==> config.mk <==
export PLATFORM = sky130hd
export DESIGN_NAME = xxhash32_stream
export DESIGN_NICKNAME = d
export VERILOG_FILES = /design/src/rtl/xxh32_pkg.sv /design/src/rtl/xxhash32_stream.sv
export SDC_FILE = /design/constraint.sdc
export NUM_CORES = 2
export LEC_CHECK = 0
export BUFFER_PORTS_ARGS = -buffer_cell sky130_fd_sc_hd__buf_4
export CELL_PAD_IN_SITES_DETAIL_PLACEMENT = 1
export CELL_PAD_IN_SITES_GLOBAL_PLACEMENT = 1
export CORE_AREA = 10 10 323 325
export DETAILED_ROUTE_END_ITERATION = 7
export DIE_AREA = 0 0 333 335
export PLACE_DENSITY_LB_ADDON = 0.1
export SLEW_MARGIN = 25
export SYNTH_ARGS = -nofsm -noshare
export SYNTH_HDL_FRONTEND = slang
export SYNTH_SLANG_ARGS = --single-unit
==> constraint.sdc <==
create_clock -name clk_i -period 12.45 [get_ports clk_i]
set_input_delay 3.735 -clock clk_i [delete_from_list [all_inputs] [get_ports clk_i]]
set_output_delay 3.735 -clock clk_i [all_outputs]
set_load 0.1 [all_outputs]
==> src/rtl/xxh32_pkg.sv <==
package xxh32_pkg;

  localparam logic [31:0] PRIME1 = 32'd2654435761;
  localparam logic [31:0] PRIME2 = 32'd2246822519;
  localparam logic [31:0] PRIME3 = 32'd3266489917;
  localparam logic [31:0] PRIME4 = 32'd668265263;
  localparam logic [31:0] PRIME5 = 32'd374761393;
  // lane seeds: PRIME1 + PRIME2 and -PRIME1, both mod 2^32
  localparam logic [31:0] LANE0_OFS = 32'd606290984;
  localparam logic [31:0] LANE3_OFS = 32'd1640531535;

  localparam int unsigned PADDR_W  = 3;
  localparam logic        REG_SEED = 1'b0;

  localparam int unsigned TDATA_IN_W = 40;
  localparam logic [2:0]  FULL_WORD  = 3'd4;

  typedef enum logic [3:0] {
    ST_IDLE,
    ST_LOAD,
    ST_LANE_A,
    ST_LANE_B,
    ST_INIT,
    ST_MERGE,
    ST_LEN,
    ST_WORD_A,
    ST_WORD_B,
    ST_BYTE_A,
    ST_BYTE_B,
    ST_AV_A,
    ST_AV_B,
    ST_OUT
  } state_e;

  function automatic logic [31:0] rotl(input logic [31:0] x, input int unsigned r);
    return (x << r) | (x >> (32 - r));
  endfunction

endpackage

==> src/rtl/xxhash32_stream.sv <==
// xxHash32 over a stream of little-endian 32-bit words. Each input beat carries one word
// in tdata[31:0], its valid byte count in tdata[34:32] (4 on every beat but the last; 0 on
// the last beat ends an empty message) and tlast on the final beat; the block returns one
// 32-bit hash per message on the master side. Every multiply goes through one 32x32
// multiplier under a small sequencer, one multiply per cycle, and the input is not ready
// while it works. A word that does not close a 16-byte stripe is only stored; one that closes
// a stripe runs ST_LANE_A and ST_LANE_B for each lane (after ST_LOAD, which sets the lanes from
// the seed, for the first stripe of a message). The last beat runs those lane states first if
// it closes a stripe, then ST_INIT, ST_MERGE if a stripe was absorbed, ST_LEN, ST_WORD_A/B per
// leftover word, ST_BYTE_A/B per leftover byte, ST_AV_A/B and ST_OUT. The next message may
// start while the hash waits to be taken; the following hash then holds the block busy until
// the earlier one is taken. The seed register sits at APB address 0.
module xxhash32_stream (
  input  logic                                 clk_i,
  input  logic                                 rst_ni,
  // apb configuration
  input  logic                                 psel,
  input  logic                                 penable,
  input  logic                                 pwrite,
  input  logic [xxh32_pkg::PADDR_W-1:0]        paddr,
  input  logic [31:0]                          pwdata,
  output logic [31:0]                          prdata,
  output logic                                 pready,
  // input stream
  input  logic                                 s_axis_tvalid,
  output logic                                 s_axis_tready,
  input  logic [xxh32_pkg::TDATA_IN_W-1:0]     s_axis_tdata,  // data_word[31:0], byte_count[34:32]
  input  logic                                 s_axis_tlast,
  // output stream
  output logic                                 m_axis_tvalid,
  input  logic                                 m_axis_tready,
  output logic [31:0]                          m_axis_tdata   // hash_value[31:0]
);
  import xxh32_pkg::*;

  state_e      state_q, state_d;
  logic [31:0] seed_q;
  logic [31:0] lane_q [4];
  logic [31:0] lane_d [4];
  logic [31:0] stripe_q [3];
  logic        stripe_we;
  logic [1:0]  pos_q, pos_d;
  logic [1:0]  idx_q, idx_d;
  logic [31:0] len_q, len_d;
  logic        seen_q, seen_d;
  logic        fin_q, fin_d;
  logic [2:0]  cnt_q, cnt_d;
  logic [31:0] w_q, w_d;
  logic [31:0] t_q, t_d;
  logic [31:0] h_q, h_d;
  logic [31:0] hash_q, hash_d;
  logic        ov_q, ov_d;

  logic        in_acc;
  logic [31:0] in_word;
  logic [2:0]  in_cnt;
  logic        take_in;
  logic [31:0] mul_a, mul_b;
  logic [63:0] mul_full;
  logic [31:0] mul_p;
  logic [31:0] stripe_rd;
  logic [31:0] lane_word;
  logic [7:0]  byte_rd;
  logic        word_end, byte_end, has_bytes, out_free;

  assign pready = 1'b1;
  assign prdata = (paddr[PADDR_W-1] == REG_SEED) ? seed_q : 32'd0;

  assign in_acc  = s_axis_tvalid && s_axis_tready;
  assign in_word = s_axis_tdata[31:0];
  assign in_cnt  = s_axis_tdata[34] ? FULL_WORD : s_axis_tdata[34:32];
  // a beat that fills a word: every non-last beat and a full last beat
  assign take_in = !s_axis_tlast || (in_cnt == FULL_WORD);

  assign mul_full = mul_a * mul_b;
  assign mul_p    = mul_full[31:0];

  always_comb begin
    case (idx_q)
      2'd0:    stripe_rd = stripe_q[0];
      2'd1:    stripe_rd = stripe_q[1];
      default: stripe_rd = stripe_q[2];
    endcase
    lane_word = (idx_q == 2'd3) ? w_q : stripe_rd;
    case (idx_q)
      2'd0:    byte_rd = w_q[7:0];
      2'd1:    byte_rd = w_q[15:8];
      2'd2:    byte_rd = w_q[23:16];
      default: byte_rd = w_q[31:24];
    endcase
  end

  assign word_end  = (idx_q == (pos_q - 2'd1));
  assign byte_end  = ({1'b0, idx_q} == (cnt_q - 3'd1));
  assign has_bytes = (cnt_q != 3'd0) && (cnt_q != FULL_WORD);
  assign out_free  = !ov_q || m_axis_tready;

  // next state
  always_comb begin
    state_d = state_q;
    case (state_q)
      ST_IDLE: begin
        if (in_acc) begin
          if (take_in && pos_q == 2'd3) begin
            state_d = seen_q ? ST_LANE_A : ST_LOAD;
          end else if (s_axis_tlast) begin
            state_d = ST_INIT;
          end
        end
      end
      ST_LOAD:   state_d = ST_LANE_A;
      ST_LANE_A: state_d = ST_LANE_B;
      ST_LANE_B: begin
        if (idx_q == 2'd3) begin
          state_d = fin_q ? ST_INIT : ST_IDLE;
        end else begin
          state_d = ST_LANE_A;
        end
      end
      ST_INIT:   state_d = seen_q ? ST_MERGE : ST_LEN;
      ST_MERGE:  state_d = ST_LEN;
      ST_LEN: begin
        if (pos_q != 2'd0) begin
          state_d = ST_WORD_A;
        end else begin
          state_d = has_bytes ? ST_BYTE_A : ST_AV_A;
        end
      end
      ST_WORD_A: state_d = ST_WORD_B;
      ST_WORD_B: begin
        if (word_end) begin
          state_d = has_bytes ? ST_BYTE_A : ST_AV_A;
        end else begin
          state_d = ST_WORD_A;
        end
      end
      ST_BYTE_A: state_d = ST_BYTE_B;
      ST_BYTE_B: state_d = byte_end ? ST_AV_A : ST_BYTE_A;
      ST_AV_A:   state_d = ST_AV_B;
      ST_AV_B:   state_d = ST_OUT;
      ST_OUT:    state_d = out_free ? ST_IDLE : ST_OUT;
      default:   state_d = ST_IDLE;
    endcase
  end

  // outputs and datapath
  always_comb begin
    s_axis_tready = (state_q == ST_IDLE);
    lane_d    = lane_q;
    stripe_we = 1'b0;
    pos_d     = pos_q;
    idx_d     = idx_q;
    len_d     = len_q;
    seen_d    = seen_q;
    fin_d     = fin_q;
    cnt_d     = cnt_q;
    w_d       = w_q;
    t_d       = t_q;
    h_d       = h_q;
    hash_d    = hash_q;
    ov_d      = ov_q && !m_axis_tready;
    mul_a     = 32'd0;
    mul_b     = 32'd0;
    case (state_q)
      ST_IDLE: begin
        if (in_acc) begin
          w_d   = in_word;
          fin_d = s_axis_tlast;
          cnt_d = s_axis_tlast ? in_cnt : FULL_WORD;
          len_d = len_q + {29'd0, (s_axis_tlast ? in_cnt : FULL_WORD)};
          idx_d = 2'd0;
          if (take_in && pos_q != 2'd3) begin
            stripe_we = 1'b1;
            pos_d     = pos_q + 2'd1;
          end
        end
      end
      ST_LOAD: begin
        lane_d[0] = seed_q + LANE0_OFS;
        lane_d[1] = seed_q + PRIME2;
        lane_d[2] = seed_q;
        lane_d[3] = seed_q + LANE3_OFS;
        seen_d    = 1'b1;
      end
      ST_LANE_A: begin
        mul_a = lane_word;
        mul_b = PRIME2;
        t_d   = mul_p;
      end
      ST_LANE_B: begin
        mul_a         = rotl(lane_q[idx_q] + t_q, 13);
        mul_b         = PRIME1;
        lane_d[idx_q] = mul_p;
        idx_d         = idx_q + 2'd1;
        if (idx_q == 2'd3) begin
          pos_d = 2'd0;
        end
      end
      ST_INIT: begin
        h_d = seen_q ? (rotl(lane_q[0], 1) + rotl(lane_q[1], 7)) : (seed_q + PRIME5);
      end
      ST_MERGE: begin
        h_d = h_q + rotl(lane_q[2], 12) + rotl(lane_q[3], 18);
      end
      ST_LEN: begin
        h_d   = h_q + len_q;
        idx_d = 2'd0;
      end
      ST_WORD_A: begin
        mul_a = stripe_rd;
        mul_b = PRIME3;
        t_d   = mul_p;
      end
      ST_WORD_B: begin
        mul_a = rotl(h_q + t_q, 17);
        mul_b = PRIME4;
        h_d   = mul_p;
        idx_d = word_end ? 2'd0 : idx_q + 2'd1;
      end
      ST_BYTE_A: begin
        mul_a = {24'd0, byte_rd};
        mul_b = PRIME5;
        t_d   = mul_p;
      end
      ST_BYTE_B: begin
        mul_a = rotl(h_q + t_q, 11);
        mul_b = PRIME1;
        h_d   = mul_p;
        idx_d = idx_q + 2'd1;
      end
      ST_AV_A: begin
        mul_a = h_q ^ (h_q >> 15);
        mul_b = PRIME2;
        h_d   = mul_p;
      end
      ST_AV_B: begin
        mul_a = h_q ^ (h_q >> 13);
        mul_b = PRIME3;
        h_d   = mul_p;
      end
      ST_OUT: begin
        if (out_free) begin
          hash_d = h_q ^ (h_q >> 16);
          ov_d   = 1'b1;
          pos_d  = 2'd0;
          len_d  = 32'd0;
          seen_d = 1'b0;
        end
      end
      default: ;
    endcase
  end

  assign m_axis_tvalid = ov_q;
  assign m_axis_tdata  = hash_q;

  always_ff @(posedge clk_i or negedge rst_ni) begin
    if (!rst_ni) begin
      state_q <= ST_IDLE;
      seed_q  <= 32'd0;
      pos_q   <= 2'd0;
      idx_q   <= 2'd0;
      len_q   <= 32'd0;
      seen_q  <= 1'b0;
      fin_q   <= 1'b0;
      ov_q    <= 1'b0;
    end else begin
      state_q <= state_d;
      pos_q   <= pos_d;
      idx_q   <= idx_d;
      len_q   <= len_d;
      seen_q  <= seen_d;
      fin_q   <= fin_d;
      ov_q    <= ov_d;
      if (psel && penable && pwrite && paddr[PADDR_W-1] == REG_SEED) begin
        seed_q <= pwdata;
      end
    end
  end

  always_ff @(posedge clk_i) begin
    lane_q <= lane_d;
    cnt_q  <= cnt_d;
    w_q    <= w_d;
    t_q    <= t_d;
    h_q    <= h_d;
    hash_q <= hash_d;
    if (stripe_we) begin
      stripe_q[pos_q] <= in_word;
    end
  end

endmodule

### Word-level counts from Yosys, hierarchy flattened

Memories as Yosys holds them, arrays and structs flattened.
Index checks and enable logic that the tools add are counted.
W data, S select, Z words.

| storage, ports and cells | value |
|---|---|
| output and inout port bits | 67 |
| flip-flop bits (word level) | 334 |
| memories kept | 1 |
| bits in writable memories | 96 |
| input bits | 83 |
| logic and storage cells | 161 |

| operators by class | value |
|---|---|
| multiplexer cells | 50 |
| $lt $le $gt $ge | 2 |
| add/subtract/negate cells | 15 |
| multiply operators | 1 |
| eq/ne operators | 27 |
| reductions and logical operators | 36 |
| bitwise logic cells | 12 |

Memory list:

| name | depth | width | read ports | clocked after memory_dff | write ports | RTL line | text |
|---|---|---|---|---|---|---|---|
| stripe_q | 3 | 32 | 3 | 0 | 1 | xxhash32_stream.sv:40 | `logic [31:0] stripe_q [3];` |

Operators with widths:

| kind | number |
|---|---|
| $mux W32 | 8 |
| $pmux W128 S2 | 1 |
| $pmux W32 S8 | 1 |
| $add A32 B32 Y32 | 6 |
| $pmux W32 S5 | 1 |
| $bwmux W128 | 1 |
| $pmux W32 S2 | 2 |
| $pmux W32 S4 | 1 |
| $bmux W32 S2 | 1 |
| $demux W32 S2 | 1 |
| $pmux W4 S14 | 1 |
| $add A32 B29 Y32 const B | 1 |
| $add A32 B3 Y32 | 1 |
| $add A32 B30 Y32 const B | 1 |
| $add A32 B31 Y32 const B | 1 |
| $add A32 B32 Y32 const B | 1 |
| $mul A32 B32 Y32 | 1 |
| $or A32 B1 Y32 | 1 |
| $or A32 B11 Y32 | 1 |
| $or A32 B12 Y32 | 1 |
| $or A32 B13 Y32 | 1 |
| $or A32 B17 Y32 | 1 |
| $or A32 B18 Y32 | 1 |
| $or A32 B7 Y32 | 1 |
| other kinds (45) | 106 |

### Logic depth before layout (Yosys ltp)

| logic depth | value |
|---|---|
| depth in word-level cells | 10 |
| mapped depth | 49 |
| depth with buffers taken out | 46 |

### Worst setup path after synthesis

OpenSTA, ideal clock, no wires.

| path | value |
|---|---|
| path type | flip-flop to flip-flop |
| start point | register idx_q[0] |
| end point | register lane_q[127] in the netlist's numbering, data pin |
| path slack | -116 ps |
| library setup time | 267 ps |
| buffers on the path | 5 |
| data arrival time | 12299 ps |
| required time | 12183 ps |
| stages on the path, launching flop included | 46 |
| clock period less this slack | 12566 ps |
| path through | dfrtp_1 -> clkbuf_1 -> buf_1 -> mux4_2 -> ha_1 -> clkbuf_1 -> nand4_1 -> or3_1 -> a211oi_1 -> nor2_1 -> a221oi_1 -> a211oi_1 -> o31ai_1 -> xor2_1 -> nand2_1 -> and2_1 -> clkbuf_1 -> clkbuf_1 -> [... 10 more ...] -> fa_1 -> fa_1 -> xnor2_1 -> xnor2_1 -> xnor2_1 -> xnor2_1 -> xnor3_1 -> xnor2_2 -> xnor3_1 -> xnor2_1 -> xnor3_1 -> xnor3_1 -> xnor2_1 -> xnor2_1 -> xnor2_1 -> xnor3_2 -> a21oi_2 -> a21oi_2 |

RTL lines:

| what | RTL line | text |
|---|---|---|
| start, declared | xxhash32_stream.sv:43 | `logic [1:0] idx_q, idx_d;` |
| start signal, assigned | xxhash32_stream.sv:270 | `idx_q <= idx_d;` |
| end signal, assigned | xxhash32_stream.sv:282 | `lane_q <= lane_d;` |
| end, declared | xxhash32_stream.sv:38 | `logic [31:0] lane_q [4];` |

### Final worst setup path

| path | value |
|---|---|
| start point | register idx_q[0] |
| end point | register h_q[23], data pin |

| on the way | value |
|---|---|
| cells in the longest elaborated chain, start to end | 9 |
| elaborated cells between the ends (all ways) | 16 |
| those cells by class | add/sub (1); mul (1); eq/ne (3); mux (8); bitwise (2); reduce/logical (1) |

RTL lines:

| what | RTL line | text |
|---|---|---|
| $not A2 Y3 (not written as such) | xxhash32_stream.sv:191 | `mul_a = rotl(lane_q[idx_q] + t_q, 13);` |
| $bmux W32 S2 | xxhash32_stream.sv:191 |  |
| $mux W32 (not written as such) (2 in a row) | xxhash32_stream.sv:191 |  |
| $add A32 B32 Y32 | xxhash32_stream.sv:191 |  |
| $or A32 B13 Y32 | xxh32_pkg.sv:36 | `return (x << r) \| (x >> (32 - r));` |
| $pmux W32 S8 * | xxhash32_stream.sv:164 | `case (state_q)` |
| $mul A32 B32 Y32 * | xxhash32_stream.sv:75 | `assign mul_full = mul_a * mul_b;` |
| $pmux W32 S4 * | xxhash32_stream.sv:164 |  |
| net h_d[23] | xxhash32_stream.sv:50 | `logic [31:0] h_q, h_d;` |
| end signal, assigned | xxhash32_stream.sv:286 | `h_q <= h_d;` |
| end, declared | xxhash32_stream.sv:50 |  |

Mark *: on every way through the listed nets, which the timed path passes. The rest lies on a longest branch. The select of a mux whose other input is x is not followed.
A chain may end at the register's enable or synchronous reset.

==> impl_results.html <==
<table>
<tr><th>Metric</th><th>Value</th></tr>
<tr><th colspan="2">Setup path</th></tr>
<tr><td>Endpoint class of the critical path</td><td>flip-flop</td></tr>
<tr><td>Worst R2R Start</td><td>idx_q[0]</td></tr>
<tr><td>Data required time of the worst path</td><td>12.83 ns</td></tr>
<tr><td>Startpoint Class</td><td>flip-flop</td></tr>
<tr><td>Biggest fanout along the worst timing path</td><td>11</td></tr>
<tr><td>Slowest stage cell on the critical path</td><td>sky130_fd_sc_hd__o22ai_1</td></tr>
<tr><td>Worst R2R Setup Slack</td><td>0.32 ns</td></tr>
<tr><td>Endpoint arrival time on the critical path</td><td>12.51 ns</td></tr>
<tr><td>Dominant cell type by count on the critical path</td><td>sky130_fd_sc_hd__fa_1</td></tr>
<tr><td>Timing endpoint of the critical path</td><td>h_q[23]</td></tr>
<tr><td>Number of cells traversed by the worst register-to-register path</td><td>46</td></tr>
<tr><td>Launching element of the worst setup path</td><td>idx_q[0]</td></tr>
<tr><td>Worst path max stage delay</td><td>0.59 ns</td></tr>
<tr><td>Capture instance of the worst register-to-register path</td><td>h_q[23]</td></tr>
<tr><td>Startpoint-to-endpoint class of the critical path</td><td>flip-flop to flip-flop</td></tr>
<tr><th colspan="2">Finish</th></tr>
<tr><td>Fillers</td><td>11,060</td></tr>
<tr><td>Design Area, Final</td><td>50,630 sq um</td></tr>
<tr><td>Layout Nets</td><td>5,686</td></tr>
<tr><td>Share of cells above drive strength 1</td><td>0.1353</td></tr>
<tr><td>Number of antenna diodes</td><td>0</td></tr>
<tr><td>Synthesis-to-finish area growth</td><td>13.53%</td></tr>
<tr><th colspan="2">Timing</th></tr>
<tr><td>Max-slew violation total from the final report</td><td>0</td></tr>
<tr><td>Final hold violation count</td><td>0</td></tr>
<tr><td>Final-layout worst hold slack</td><td>0.5334 ns</td></tr>
<tr><td>Period Utilization, post-route</td><td>0.9745</td></tr>
<tr><td>Worst clock skew</td><td>0.05979 ns</td></tr>
<tr><td>Clock period minus final worst setup slack</td><td>12.13 ns</td></tr>
<tr><td>Count of final setup violators</td><td>0</td></tr>
<tr><td>Max Fclk</td><td>82.42 MHz</td></tr>
<tr><td>Transition at the pin with the smallest max-transition slack</td><td>1.193 ns</td></tr>
<tr><td>Post-layout worst setup margin</td><td>0.3172 ns</td></tr>
<tr><td>Worst slew margin relative to its limit</td><td>0.1998</td></tr>
<tr><th colspan="2">Synth</th></tr>
<tr><td>Dominant cell by count in the synthesized netlist</td><td>sky130_fd_sc_hd__inv_1</td></tr>
<tr><td>Post-synthesis cell area</td><td>44,600 sq um</td></tr>
<tr><td>YS warnings</td><td>0</td></tr>
<tr><td>Synth area leader</td><td>sky130_fd_sc_hd__edfxtp_1</td></tr>
<tr><td>Number of enable flip-flop cells after synthesis</td><td>355</td></tr>
<tr><td>Largest cells by area after synthesis</td><td>sky130_fd_sc_hd__edfxtp_1 (24%), sky130_fd_sc_hd__fa_1 (20%), sky130_fd_sc_hd__ha_1 (8.3%)</td></tr>
<tr><td>Synth Area per Inst</td><td>9.720 sq um</td></tr>
<tr><td>Synth cell types</td><td>91</td></tr>
<tr><td>Gate count of the mapped netlist</td><td>4,588</td></tr>
<tr><td>Area share of the largest cell type after synthesis</td><td>0.2390</td></tr>
<tr><td>Part of the Yosys area used for sequential elements</td><td>0.2811</td></tr>
<tr><td>Most instantiated flip-flop cell in the synthesis netlist</td><td>sky130_fd_sc_hd__edfxtp_1</td></tr>
<tr><td>Number of storage elements in the synthesis netlist</td><td>430</td></tr>
<tr><td>Syn nets</td><td>5,410</td></tr>
<tr><td>Async set-or-reset flop fraction in the synthesized netlist</td><td>0.1744</td></tr>
<tr><td>Top cells by count, synth</td><td>sky130_fd_sc_hd__inv_1 (581), sky130_fd_sc_hd__fa_1 (443), sky130_fd_sc_hd__nand2_1 (409)</td></tr>
<tr><th colspan="2">Clocking</th></tr>
<tr><td>Root buffer selected by CTS</td><td>sky130_fd_sc_hd__clkbuf_16</td></tr>
<tr><td>Count of hold buffers inserted by post-cts repair</td><td>0</td></tr>
<tr><td>Clock Tree Buf Depth</td><td>3</td></tr>
<tr><td>Number of buffers created by CTS</td><td>51</td></tr>
<tr><td>Clock tree from TritonCTS</td><td>yes</td></tr>
<tr><td>Clock-pin slew of the registers on the worst-case setup and hold paths</td><td>0.07 ns</td></tr>
<tr><td>H-tree depth reported by CTS</td><td>2</td></tr>
<tr><td>Clock Sinks</td><td>430</td></tr>
<tr><td>Worst skew pair latency</td><td>0.67 ns</td></tr>
<tr><th colspan="2">Status</th></tr>
<tr><td>Result of the run</td><td>finished, final reports clean</td></tr>
<tr><th colspan="2">Drt</th></tr>
<tr><td>Via-to-Cell Ratio</td><td>6.166</td></tr>
<tr><td>Post-route DRC</td><td>0</td></tr>
<tr><td>Detailed-router iteration count before antenna repair</td><td>6</td></tr>
<tr><td>Number of DRC markers in iteration 0</td><td>3,901</td></tr>
<tr><td>Post-detailed-route wirelength per cell</td><td>32.20 microns</td></tr>
<tr><td>Aggregate routed wire length</td><td>199,500 microns</td></tr>
<tr><td>Final ANT Viol Nets</td><td>0</td></tr>
<tr><td>Detailed-route via count</td><td>38,190</td></tr>
<tr><th colspan="2">Floorplan</th></tr>
<tr><td>Total Die Area</td><td>111,600 sq um</td></tr>
<tr><td># rows</td><td>115</td></tr>
<tr><td>Initial standard-cell utilization of the core</td><td>0.4558</td></tr>
<tr><td>Die Height</td><td>335 microns</td></tr>
<tr><td>Core Box Area</td><td>97,840 sq um</td></tr>
<tr><td>Ports placed on the boundary</td><td>150</td></tr>
<tr><td>Die width</td><td>333 microns</td></tr>
<tr><th colspan="2">Place</th></tr>
<tr><td>Estimated wirelength of the detail-placed design</td><td>163,300 microns</td></tr>
<tr><td>Routability Congestion</td><td>1.055</td></tr>
<tr><td>Post-placement setup slack</td><td>-0.3339 ns</td></tr>
<tr><td>Number of input and output port buffers inserted</td><td>141</td></tr>
<tr><td>Placement-stage cell area</td><td>48,730 sq um</td></tr>
<tr><th colspan="2">GRT</th></tr>
<tr><td>Vias in the first global route</td><td>39,580</td></tr>
<tr><td>Total gr overflow</td><td>0</td></tr>
<tr><td>Global-route wire length before repair</td><td>283,800 microns</td></tr>
<tr><td>Overall Global Routing Usage</td><td>0.3504</td></tr>
<tr><td>Number of antenna violations at the first check in global routing</td><td>0</td></tr>
<tr><td>Maximum number of pins on one net before global-route repair</td><td>69</td></tr>
<tr><th colspan="2">Hold path</th></tr>
<tr><td>Hold WC Path Type</td><td>flip-flop to flip-flop</td></tr>
<tr><th colspan="2">Job</th></tr>
<tr><td>Max cap viols</td><td>0</td></tr>
</table>
==> cells by family (layout without fill, tap and decap cells) <==
group | Yosys count | after routing | share of synthesized area
simple gates | 1139 | 1139 | 0.1161
compound gates | 1061 | 1061 | 0.1553
buf+inv | 789 | 1108 | 0.06722
fa+ha+maj | 739 | 739 | 0.2819
flops | 430 | 430 | 0.2811
xor+xnor | 356 | 356 | 0.07197
mux | 73 | 73 | 0.02635
other cells | 1 | 1 | 0.00008409
==> per-layer routing <==
layer	part of all wire	GRT usage
met5	0	0
met4	0.078	0.2253
met3	0.066	0.04868
met2	0.46	0.5600
met1	0.40	0.4448
==> stage by stage <==
stage / utilization / TNS [ns] / std cells
after CTS: 0.5148 / 0 / 6187
final: 0.5175 / 0 / 6194
after detailed placement: 0.4980 / -1.643 / 6090
after global placement: 0.4976 / -1.331 / 6089
after global routing: 0.5175 / -0.02246 / 6194
after floorplan: - / 0 / 4588
==> how the worst min path moves through the flow <==
stage	start	to	slack, ns	cells after the start
after detailed placement	len_q[2]	len_q[2]	0.53	2
after global placement	len_q[2]	len_q[2]	0.52	2
final	len_q[2]	len_q[2]	0.53	2
after floorplan	h_q[31]	m_axis_tdata[31]	0.42	0
after global routing	len_q[0]	len_q[0]	0.58	2
after CTS	len_q[2]	len_q[2]	0.54	2
==> critical path, delay by kind of cell, from the launching register on <==
family,cells,cell delay (ns)
fa+ha+maj,11,4.78
simple gates,6,0.86
compound gates,16,3.83
buf+inv,11,1.34
xor+xnor,1,0.13
flops,1,0.45
mux,1,0.43
==> flip-flops by register name (all words and copies together) (netlist names) <==
register	flops
lane_q	128
len_q	32
cnt_q	3
m_axis_tdata	32
seed_q	32
stripe_q	96
fin_q	1
seen_q	1
w_q	32
pos_q	2
idx_q	2
h_q	32
state_q	4
m_axis_tvalid	1
t_q	32
==> layout by cell type (no fill, tap or decap), types with 43 or more instances in the layout <==
master,Yosys,routed
sky130_fd_sc_hd__dfrtp_1,75,73
sky130_fd_sc_hd__nand3_1,63,62
sky130_fd_sc_hd__nor3_1,56,51
sky130_fd_sc_hd__xnor2_1,197,192
sky130_fd_sc_hd__edfxtp_1,355,355
sky130_fd_sc_hd__buf_4,1,418
sky130_fd_sc_hd__a22oi_1,45,44
sky130_fd_sc_hd__a21oi_1,282,280
sky130_fd_sc_hd__clkbuf_16,0,52
sky130_fd_sc_hd__nand2_1,409,409
sky130_fd_sc_hd__inv_1,581,580
sky130_fd_sc_hd__ha_1,296,290
sky130_fd_sc_hd__xor2_1,152,151
sky130_fd_sc_hd__nand2b_1,43,43
sky130_fd_sc_hd__fa_1,443,442
sky130_fd_sc_hd__o22ai_1,96,96
sky130_fd_sc_hd__nor2_1,345,332
sky130_fd_sc_hd__o21ai_0,200,197
sky130_fd_sc_hd__nor2b_1,62,61
sky130_fd_sc_hd__a21o_1,88,88
==> timing repair <==
| action | CTS | global route |
|---|---|---|
| cloned | 0 | 1 |
| pin swaps | 4 | 24 |
| hold endpoints to repair | 0 | 0 |
| endpoints found under the setup margin | 6 | 15 |
| gates resized for setup | 6 | 45 |
| setup buffers | 1 | 6 |
==> layout make-up <==
cell class                      count  area, sq um  area share
Clock buffer                       71         1371     0.02708
Clock inverter                     25        239.0    0.004720
Inverter                          584         2192     0.04330
Multi-Input combinational cell   3369        29350      0.5797
Sequential cell                   430        12540      0.2477
Tap cell                         1287         1610     0.03180
Timing Repair Buffer              428         3329     0.06576
Power is left out: the tool's default activity adds up to more than one toggle a clock period on the data nets, which glitch-free logic cannot reach.
